--- src/rtl/core/msseq_pkg.sv ---
// Package for the motor spool sequencer: fixed-point constants, spool mode
// and register index codes, and small saturation helpers.
// No dependencies.
`timescale 1ns / 1ps

package msseq_pkg;

	// Q format of the ramps: ONE stands for 1.0
	localparam int FRACTION_BITS = 15;
	localparam int VAL_W = 16;
	localparam logic [VAL_W-1:0] ONE = VAL_W'(1 << FRACTION_BITS);

	// Working width for ramp sums and differences, signed with headroom
	localparam int CALC_W = VAL_W + 3;
	typedef logic signed [CALC_W-1:0] calc_t;

	localparam int TIMER_W = 12;
	localparam int CFG_IDX_W = 3;
	localparam int CFG_DATA_W = 16;

	// Register indexes of the configuration port
	localparam logic [CFG_IDX_W-1:0] CFG_UP_STEP = 3'd0;
	localparam logic [CFG_IDX_W-1:0] CFG_DOWN_STEP = 3'd1;
	localparam logic [CFG_IDX_W-1:0] CFG_SAFE_TICKS = 3'd2;
	localparam logic [CFG_IDX_W-1:0] CFG_HOLD_PWM = 3'd3;
	localparam logic [CFG_IDX_W-1:0] CFG_ARM_SPIN = 3'd4;

	// Requested spool modes; the unused code acts as shut down
	localparam logic [1:0] WANT_SHUT_DOWN = 2'd0;
	localparam logic [1:0] WANT_GROUND_IDLE = 2'd1;
	localparam logic [1:0] WANT_UNLIMITED = 2'd2;
	localparam logic [1:0] WANT_UNUSED = 2'd3;

	typedef enum logic [2:0] {
		MODE_SHUT_DOWN = 3'd0,
		MODE_GROUND_IDLE = 3'd1,
		MODE_SPOOLING_UP = 3'd2,
		MODE_UNLIMITED = 3'd3,
		MODE_SPOOLING_DOWN = 3'd4
	} mode_t;

	// Limit a Q1.15 word to 1.0
	function automatic logic [VAL_W-1:0] sat_one(input logic [VAL_W-1:0] v);
		return (v > ONE) ? ONE : v;
	endfunction

	// Per-tick step: zero acts as the smallest step, large values saturate
	function automatic logic [VAL_W-1:0] step_of(input logic [VAL_W-1:0] v);
		return (v == '0) ? VAL_W'(1) : sat_one(v);
	endfunction

	// Widen an unsigned Q1.15 word into the signed working width
	function automatic calc_t ext(input logic [VAL_W-1:0] v);
		return calc_t'({3'b000, v});
	endfunction

	// Saturate a working value to 0..1.0
	function automatic logic [VAL_W-1:0] clamp01(input calc_t v);
		logic [VAL_W-1:0] r;
		if (v < 0) begin
			r = '0;
		end else if (v > ext(ONE)) begin
			r = ONE;
		end else begin
			r = v[VAL_W-1:0];
		end
		return r;
	endfunction

endpackage

--- src/rtl/core/motor_spool_sequencer.sv ---
// A tick passes the input register, then the state/result register, whose
// result is then valid. One tick per cycle unless out_ready stalls the result
// channel, set by the state update loop through the mode and ramp registers.
// Reset (arst_n low, asynchronous): mode shut down, timer and ramps zero,
// configuration registers at their defaults, both pipeline slots empty.
// Depends on msseq_pkg.
`timescale 1ns / 1ps

module motor_spool_sequencer (
	input  logic                              clk,
	input  logic                              arst_n,
	// configuration write channel
	input  logic                              cfg_valid,
	output logic                              cfg_ready,
	input  logic [msseq_pkg::CFG_IDX_W-1:0]   cfg_index,
	input  logic [msseq_pkg::CFG_DATA_W-1:0]  cfg_data,
	// tick input channel
	input  logic                              in_valid,
	output logic                              in_ready,
	input  logic                              is_armed,
	input  logic                              interlock_on,
	input  logic [1:0]                        wanted_mode,
	input  logic [15:0]                       pilot_throttle,
	input  logic [15:0]                       ceiling_limit,
	input  logic                              spoolup_blocked,
	input  logic                              boost_active,
	input  logic                              thrust_is_balanced,
	// result channel
	output logic                              out_valid,
	input  logic                              out_ready,
	output logic [2:0]                        spool_mode,
	output logic [15:0]                       spin_ratio,
	output logic [15:0]                       thrust_ceiling,
	output logic [15:0]                       boost_level,
	output logic                              axes_limited
);

	localparam int VW = msseq_pkg::VAL_W;
	localparam int TW = msseq_pkg::TIMER_W;

	// configuration registers
	logic [VW-1:0] up_step_q, down_step_q, arm_spin_q;
	logic [TW-1:0] safe_ticks_q;
	logic          hold_pwm_q;

	// input stage
	logic          valid_s1;
	logic          armed_s1, inter_s1, blocked_s1, boost_s1, balanced_s1;
	logic [1:0]    want_s1;
	logic [VW-1:0] thr_s1, lim_s1;

	// spool state, which is also the result register
	msseq_pkg::mode_t mode_q, mode_d;
	logic [TW-1:0]    timer_q, timer_d;
	logic [VW-1:0]    spin_q, spin_d, ceil_q, ceil_d, boost_q, boost_d;
	logic             limited_q, limited_d;
	logic             out_valid_q;

	logic advance, take_in;

	assign advance   = valid_s1 && (!out_valid_q || out_ready);
	assign in_ready  = !valid_s1 || advance;
	assign take_in   = in_valid && in_ready;
	assign cfg_ready = 1'b1;

	// configuration writes; indexes beyond the list are dropped
	always_ff @(posedge clk or negedge arst_n) begin
		if (!arst_n) begin
			up_step_q    <= VW'(164);
			down_step_q  <= VW'(164);
			safe_ticks_q <= TW'(400);
			hold_pwm_q   <= 1'b0;
			arm_spin_q   <= VW'(21845);
		end else if (cfg_valid) begin
			unique case (cfg_index)
				msseq_pkg::CFG_UP_STEP:    up_step_q    <= cfg_data[VW-1:0];
				msseq_pkg::CFG_DOWN_STEP:  down_step_q  <= cfg_data[VW-1:0];
				msseq_pkg::CFG_SAFE_TICKS: safe_ticks_q <= cfg_data[TW-1:0];
				msseq_pkg::CFG_HOLD_PWM:   hold_pwm_q   <= cfg_data[0];
				msseq_pkg::CFG_ARM_SPIN:   arm_spin_q   <= cfg_data[VW-1:0];
				default: ;
			endcase
		end
	end

	// input register: control
	always_ff @(posedge clk or negedge arst_n) begin
		if (!arst_n) begin
			valid_s1 <= 1'b0;
		end else if (in_ready) begin
			valid_s1 <= in_valid;
		end
	end

	// input register: payload
	always_ff @(posedge clk) begin
		if (take_in) begin
			armed_s1    <= is_armed;
			inter_s1    <= interlock_on;
			want_s1     <= wanted_mode;
			thr_s1      <= msseq_pkg::sat_one(pilot_throttle);
			lim_s1      <= msseq_pkg::sat_one(ceiling_limit);
			blocked_s1  <= spoolup_blocked;
			boost_s1    <= boost_active;
			balanced_s1 <= thrust_is_balanced;
		end
	end

	// next state for one tick
	always_comb begin
		logic [VW-1:0]        up, dn, m;
		logic [1:0]           want;
		logic                 force_sd;
		msseq_pkg::mode_t     mode_cur;
		msseq_pkg::calc_t     t, d;

		up = msseq_pkg::step_of(up_step_q);
		dn = msseq_pkg::step_of(down_step_q);
		m  = (thr_s1 < lim_s1) ? thr_s1 : lim_s1;
		t  = '0;
		d  = '0;

		// arming safety timer
		if (armed_s1) begin
			if (hold_pwm_q && (timer_q < safe_ticks_q)) begin
				timer_d = timer_q + TW'(1);
			end else begin
				timer_d = safe_ticks_q;
			end
		end else begin
			timer_d = '0;
		end

		// disarm or interlock off forces shutdown
		force_sd = !armed_s1 || !inter_s1;
		want     = (force_sd || (want_s1 == msseq_pkg::WANT_UNUSED))
			? msseq_pkg::WANT_SHUT_DOWN : want_s1;
		mode_cur = force_sd ? msseq_pkg::MODE_SHUT_DOWN : mode_q;

		mode_d    = mode_cur;
		spin_d    = spin_q;
		ceil_d    = ceil_q;
		boost_d   = boost_q;
		limited_d = 1'b0;

		unique case (mode_cur)
			msseq_pkg::MODE_GROUND_IDLE: begin
				limited_d = 1'b1;
				if (want == msseq_pkg::WANT_SHUT_DOWN) begin
					t = msseq_pkg::ext(spin_q) - msseq_pkg::ext(dn);
					if (t <= 0) begin
						spin_d = '0;
						mode_d = msseq_pkg::MODE_SHUT_DOWN;
					end else begin
						spin_d = t[VW-1:0];
					end
				end else if (want == msseq_pkg::WANT_UNLIMITED) begin
					t = msseq_pkg::ext(spin_q) + msseq_pkg::ext(up);
					if (t >= msseq_pkg::ext(msseq_pkg::ONE)) begin
						spin_d = msseq_pkg::ONE;
						if (!blocked_s1) begin
							mode_d = msseq_pkg::MODE_SPOOLING_UP;
						end
					end else begin
						spin_d = t[VW-1:0];
					end
				end else begin
					// slew toward the ground idle target
					d = msseq_pkg::ext(msseq_pkg::sat_one(arm_spin_q)) - msseq_pkg::ext(spin_q);
					if (d < -msseq_pkg::ext(dn)) begin
						d = -msseq_pkg::ext(dn);
					end
					if (d > msseq_pkg::ext(up)) begin
						d = msseq_pkg::ext(up);
					end
					spin_d = msseq_pkg::clamp01(msseq_pkg::ext(spin_q) + d);
				end
				ceil_d  = '0;
				boost_d = '0;
			end
			msseq_pkg::MODE_SPOOLING_UP: begin
				if (want != msseq_pkg::WANT_UNLIMITED) begin
					mode_d = msseq_pkg::MODE_SPOOLING_DOWN;
				end else begin
					spin_d = msseq_pkg::ONE;
					t = msseq_pkg::ext(ceil_q) + msseq_pkg::ext(up);
					if (t >= msseq_pkg::ext(m)) begin
						ceil_d = lim_s1;
						mode_d = msseq_pkg::MODE_UNLIMITED;
					end else begin
						ceil_d = msseq_pkg::clamp01(t);
					end
					boost_d = msseq_pkg::clamp01(msseq_pkg::ext(boost_q) - msseq_pkg::ext(up));
				end
			end
			msseq_pkg::MODE_UNLIMITED: begin
				if (want != msseq_pkg::WANT_UNLIMITED) begin
					mode_d = msseq_pkg::MODE_SPOOLING_DOWN;
				end else begin
					spin_d = msseq_pkg::ONE;
					ceil_d = lim_s1;
					if (boost_s1 && !balanced_s1) begin
						boost_d = msseq_pkg::clamp01(msseq_pkg::ext(boost_q)
							+ msseq_pkg::ext(up));
					end else begin
						boost_d = msseq_pkg::clamp01(msseq_pkg::ext(boost_q)
							- msseq_pkg::ext(up));
					end
				end
			end
			msseq_pkg::MODE_SPOOLING_DOWN: begin
				if (want == msseq_pkg::WANT_UNLIMITED) begin
					mode_d = msseq_pkg::MODE_SPOOLING_UP;
				end else begin
					spin_d = msseq_pkg::ONE;
					t = msseq_pkg::ext(ceil_q) - msseq_pkg::ext(dn);
					if (t <= 0) begin
						t = '0;
					end
					// a zero limit holds the ceiling at zero without leaving
					if (t >= msseq_pkg::ext(lim_s1)) begin
						ceil_d = lim_s1;
					end else begin
						ceil_d = t[VW-1:0];
						if (t == 0) begin
							mode_d = msseq_pkg::MODE_GROUND_IDLE;
						end
					end
					boost_d = msseq_pkg::clamp01(msseq_pkg::ext(boost_q) - msseq_pkg::ext(dn));
				end
			end
			default: begin
				// shut down
				limited_d = 1'b1;
				if ((want != msseq_pkg::WANT_SHUT_DOWN) && (timer_d >= safe_ticks_q)) begin
					mode_d = msseq_pkg::MODE_GROUND_IDLE;
				end else begin
					mode_d  = msseq_pkg::MODE_SHUT_DOWN;
					spin_d  = '0;
					ceil_d  = '0;
					boost_d = '0;
				end
			end
		endcase
	end

	// state and result register
	always_ff @(posedge clk or negedge arst_n) begin
		if (!arst_n) begin
			mode_q      <= msseq_pkg::MODE_SHUT_DOWN;
			timer_q     <= '0;
			spin_q      <= '0;
			ceil_q      <= '0;
			boost_q     <= '0;
			limited_q   <= 1'b0;
			out_valid_q <= 1'b0;
		end else begin
			if (advance) begin
				mode_q    <= mode_d;
				timer_q   <= timer_d;
				spin_q    <= spin_d;
				ceil_q    <= ceil_d;
				boost_q   <= boost_d;
				limited_q <= limited_d;
			end
			if (advance) begin
				out_valid_q <= 1'b1;
			end else if (out_ready) begin
				out_valid_q <= 1'b0;
			end
		end
	end

	assign out_valid      = out_valid_q;
	assign spool_mode     = mode_q;
	assign spin_ratio     = spin_q;
	assign thrust_ceiling = ceil_q;
	assign boost_level    = boost_q;
	assign axes_limited   = limited_q;

endmodule

--- config.mk ---
export PLATFORM = sky130hd
export DESIGN_NAME = motor_spool_sequencer
export DESIGN_NICKNAME = d
export VERILOG_FILES = /design/src/rtl/core/msseq_pkg.sv /design/src/rtl/core/motor_spool_sequencer.sv
export SDC_FILE = /design/constraint.sdc
export NUM_CORES = 1
export LEC_CHECK = 0
export BUFFER_PORTS_ARGS = -buffer_cell sky130_fd_sc_hd__buf_2
export CELL_PAD_IN_SITES_DETAIL_PLACEMENT = 1
export CELL_PAD_IN_SITES_GLOBAL_PLACEMENT = 2
export CORE_MARGIN = 1.5
export CORE_UTILIZATION = 39
export CTS_BUF_LIST = sky130_fd_sc_hd__clkbuf_4 sky130_fd_sc_hd__clkbuf_8
export CTS_CLUSTER_DIAMETER = 40
export DETAILED_ROUTE_END_ITERATION = 16
export MAX_ROUTING_LAYER = met4
export PLACE_DENSITY_LB_ADDON = 0.1
export SLEW_MARGIN = 10
export SYNTH_ARGS = -nofsm -noshare
export SYNTH_HDL_FRONTEND = slang
export SYNTH_SLANG_ARGS = --single-unit
--- constraint.sdc ---
create_clock -name clk -period 12.3 [get_ports clk]
set_input_delay 2.46 -clock clk [delete_from_list [all_inputs] [get_ports clk]]
set_output_delay 2.46 -clock clk [all_outputs]
set_load 0.02 [all_outputs]
==> impl_metrics.json <==
{
  "postSynthAreaPerCell_um2": 8.29,
  "setup_viol": 0,
  "hold_class": "flip-flop to flip-flop",
  "synth.area.top_cells": "ha_1 (17%), dfrtp_1 (15%), edfxtp_1 (6.3%), a21oi_1 (4.2%), mux2_2 (3.9%)",
  "instances_no_fill": 2975,
  "vdd_drop_max_mv": 0.115,
  "finish.utilization": 0.430,
  "root_buffer": "clkbuf_8",
  "final_net_count": 2666,
  "finalMaxSlewViolations": 0,
  "hold_ws_ns": 0.502,
  "grt_start_max_net_pins": 80,
  "status": "complete, no violations",
  "final_area_mm2": 0.0204,
  "max_freq_ghz": 0.0892,
  "crit_path_start_kind": "flip-flop",
  "hold_violations": 0,
  "synthArstFlopShare": 0.765,
  "grt_use_total": 0.313,
  "slew_headroom": 0.158,
  "clk_pin_slew_ns": 0.12,
  "ioPinCount": 118,
  "clock_sinks": 166,
  "ys_warn_count": 0,
  "start_util": 0.393,
  "synthFlopType": "dfrtp_1",
  "cp_slowest_cell": "dfrtp_1",
  "rsz0062_at_grt": "no",
  "core-area_mm2": 0.0475,
  "p_leak_nw": 9.36,
  "p_per_area_mw_per_mm2": 195,
  "area_growth_pct": 9.33,
  "rrSetupSlack_ns": 1.09,
  "grt_pass1_wl_mm": 112,
  "firstDrtPassIters": 5,
  "setup_ws_ns": 1.09,
  "drive_above_1_share": 0.125,
  "fin_tns_setup_ns": 0,
  "drc": 0,
  "antenna_found_initial": 3,
  "worstMarginPinSlew_ns": 1.25,
  "chipHeight_um": 222,
  "drtIter0Drc": 1102,
  "clock_skew_ns": 0.0171,
  "max-cap-violations": 0,
  "dieArea_mm2": 0.0492,
  "ys_types": 84,
  "postRouteAntennaNets": 0,
  "dpl_cell_area_mm2": 0.0200,
  "yosys.area.top_type": "ha_1",
  "globalplace.congestion": 0.933,
  "dp_hpwl_mm": 60.9,
  "max_stage_delay_ns": 0.58,
  "cp.arrival_ns": 11.63,
  "critPathRequiredTime_ns": 12.72,
  "crit_path_max_fanout": 11,
  "clkLatencyLatePin_ns": 0.56,
  "clockBufferDepth": 2,
  "seq_area_frac_synth": 0.234,
  "numPortBuffers": 116,
  "layout_worst_path_cycle_share": 0.912,
  "synth-edff-count": 39,
  "worstSetupPathType": "flip-flop to flip-flop",
  "syn_inst": 2254,
  "wirelength_mm": 75.0,
  "cp-end-kind": "flip-flop",
  "num_rows": 80,
  "cts_tree": "built",
  "die_x_um": 222,
  "dp_slack_ns": 0.929,
  "wl_per_cell_um": 25.2,
  "vias_per_cell": 5.99,
  "vias": 17822,
  "grt_pass1_vias": 17949,
  "synth_seq_cells": 166,
  "syn-cell-area_mm2": 0.0187,
  "power_mw": 3.98,
  "numCtsBuffers": 17,
  "placed_cells": 2940,
  "grt_overflow": 0,
  "min_period_ns": 11.21,
  "yosys.area.top_type_share": 0.167,
  "htree_levels": 4
}
-- critical path: cells and delay by family, from the launching register on --
kind,cells,cell delay (ns)
fa+ha+maj,5,1.71
simple gates,5,0.68
flops,1,0.58
compound gates,28,6.63
mux,3,1.25
buf+inv,2,0.20
-- final timing paths --
kind                                 from              to  cells past startpoint
max                        arm_spin_q[15]  spin_ratio[10]                     43
min                          axes_limited    axes_limited                      2
max reg2reg                arm_spin_q[15]  spin_ratio[10]                     43
min reg2reg                  axes_limited    axes_limited                      2
max in group asynchronous          arst_n   spool_mode[0]                      2
min in group asynchronous          arst_n  boost_level[4]                      1
-- Yosys cell counts (8+ instances only) --
cell and instances:
a31oi_1 28, clkbuf_1 53, a22oi_1 15, a211oi_1 18
xnor2_1 68, dfrtp_1 110, nand3b_1 17, nor4_1 27
nand2_1 186, mux2_2 64, dfstp_2 17, a21oi_1 158
nand3_1 46, ha_1 250, o211a_1 12, edfxtp_1 39
o31a_1 13, o22ai_1 11, o21ai_0 139, xor2_1 44
o211ai_1 26, o21bai_1 18, nor2_1 180, o21a_1 33
nor3_1 55, a41oi_1 8, mux2i_1 31, fa_1 9
nor2b_1 82, and2_1 9, or3_1 28, o31ai_1 15
or2_2 12, or4_1 9, a2111oi_0 9, a221oi_1 13
a21o_1 50, nand2b_1 43, nand4_1 18, inv_1 149
mux2_4 8, a211o_1 8, and3_1 14
-- kinds of logic (layout without fill, tap and decap cells) --
group | after synthesis | count (layout) | share of synthesized area
AOI/OAI and AO/OA | 638 | 638 | 0.224
xor gates and xnor gates | 112 | 112 | 0.0525
adders and majority gates | 259 | 259 | 0.177
buffers and inverters | 216 | 318 | 0.0449
DFF | 166 | 166 | 0.234
muxes | 104 | 104 | 0.0624
other | 2 | 6 | 0.000402
and+or+nand+nor | 757 | 757 | 0.204
-- what timing repair did --
| action | CTS | global route |
|---|---|---|
| buffers inserted | 0 | 0 |
| hold buffers | 0 | 0 |
| gates resized for setup | 0 | 2 |
| endpoints found under the setup margin | 0 | 2 |
-- placed cells by master (no fill, tap or decap), drive strengths merged, types with 68 or more instances in the layout --
master,Yosys,layout
a21oi,158,158
inv,149,157
mux2,72,72
nor2,180,180
nand2,186,186
buf,12,135
nor2b,82,82
ha,250,250
xnor2,68,68
o21ai,143,143
dfrtp,110,110
-- flip-flops by register name, indices dropped and copies added (netlist names) --
register / count
thr_s1: 16
boost_s1: 1
inter_s1: 1
safe_ticks_q: 12
valid_s1: 1
arm_spin_q: 16
spool_mode: 3
armed_s1: 1
down_step_q: 16
timer_q: 12
lim_s1: 16
thrust_ceiling: 16
spin_ratio: 16
hold_pwm_q: 1
out_valid: 1
blocked_s1: 1
boost_level: 16
axes_limited: 1
up_step_q: 16
want_s1: 2
balanced_s1: 1
-- power by group --
part | total [mW] | internal, mW | switching [mW] | leakage [nW]
Clock | 0.449 | 0.176 | 0.272 | 0.219
Combinational | 2.78 | 1.06 | 1.72 | 7.17
Sequential | 0.754 | 0.651 | 0.104 | 1.97
-- layout make-up --
cell class	count	area (um2)
timing repair buffer	135	729
antenna	3	7.51
sequential	166	4370
inverter	151	567
tap	615	769
clock inverter	15	200
fill	5726	27100
multi-input combinational	1873	13500
clock buffer	17	234
-- metal layers --
layer / vias to the layer above / routed length, um / part of all wire / track usage
met2: 363 / 34000 / 0.45 / 0.484
li1: 8462 / - / - / -
met1: 8911 / 35700 / 0.48 / 0.416
met4: 0 / 2220 / 0.030 / 0.0988
met5: - / 0 / 0 / -
met3: 86 / 3170 / 0.042 / 0.0533
(Power assumes the default switching activity.)
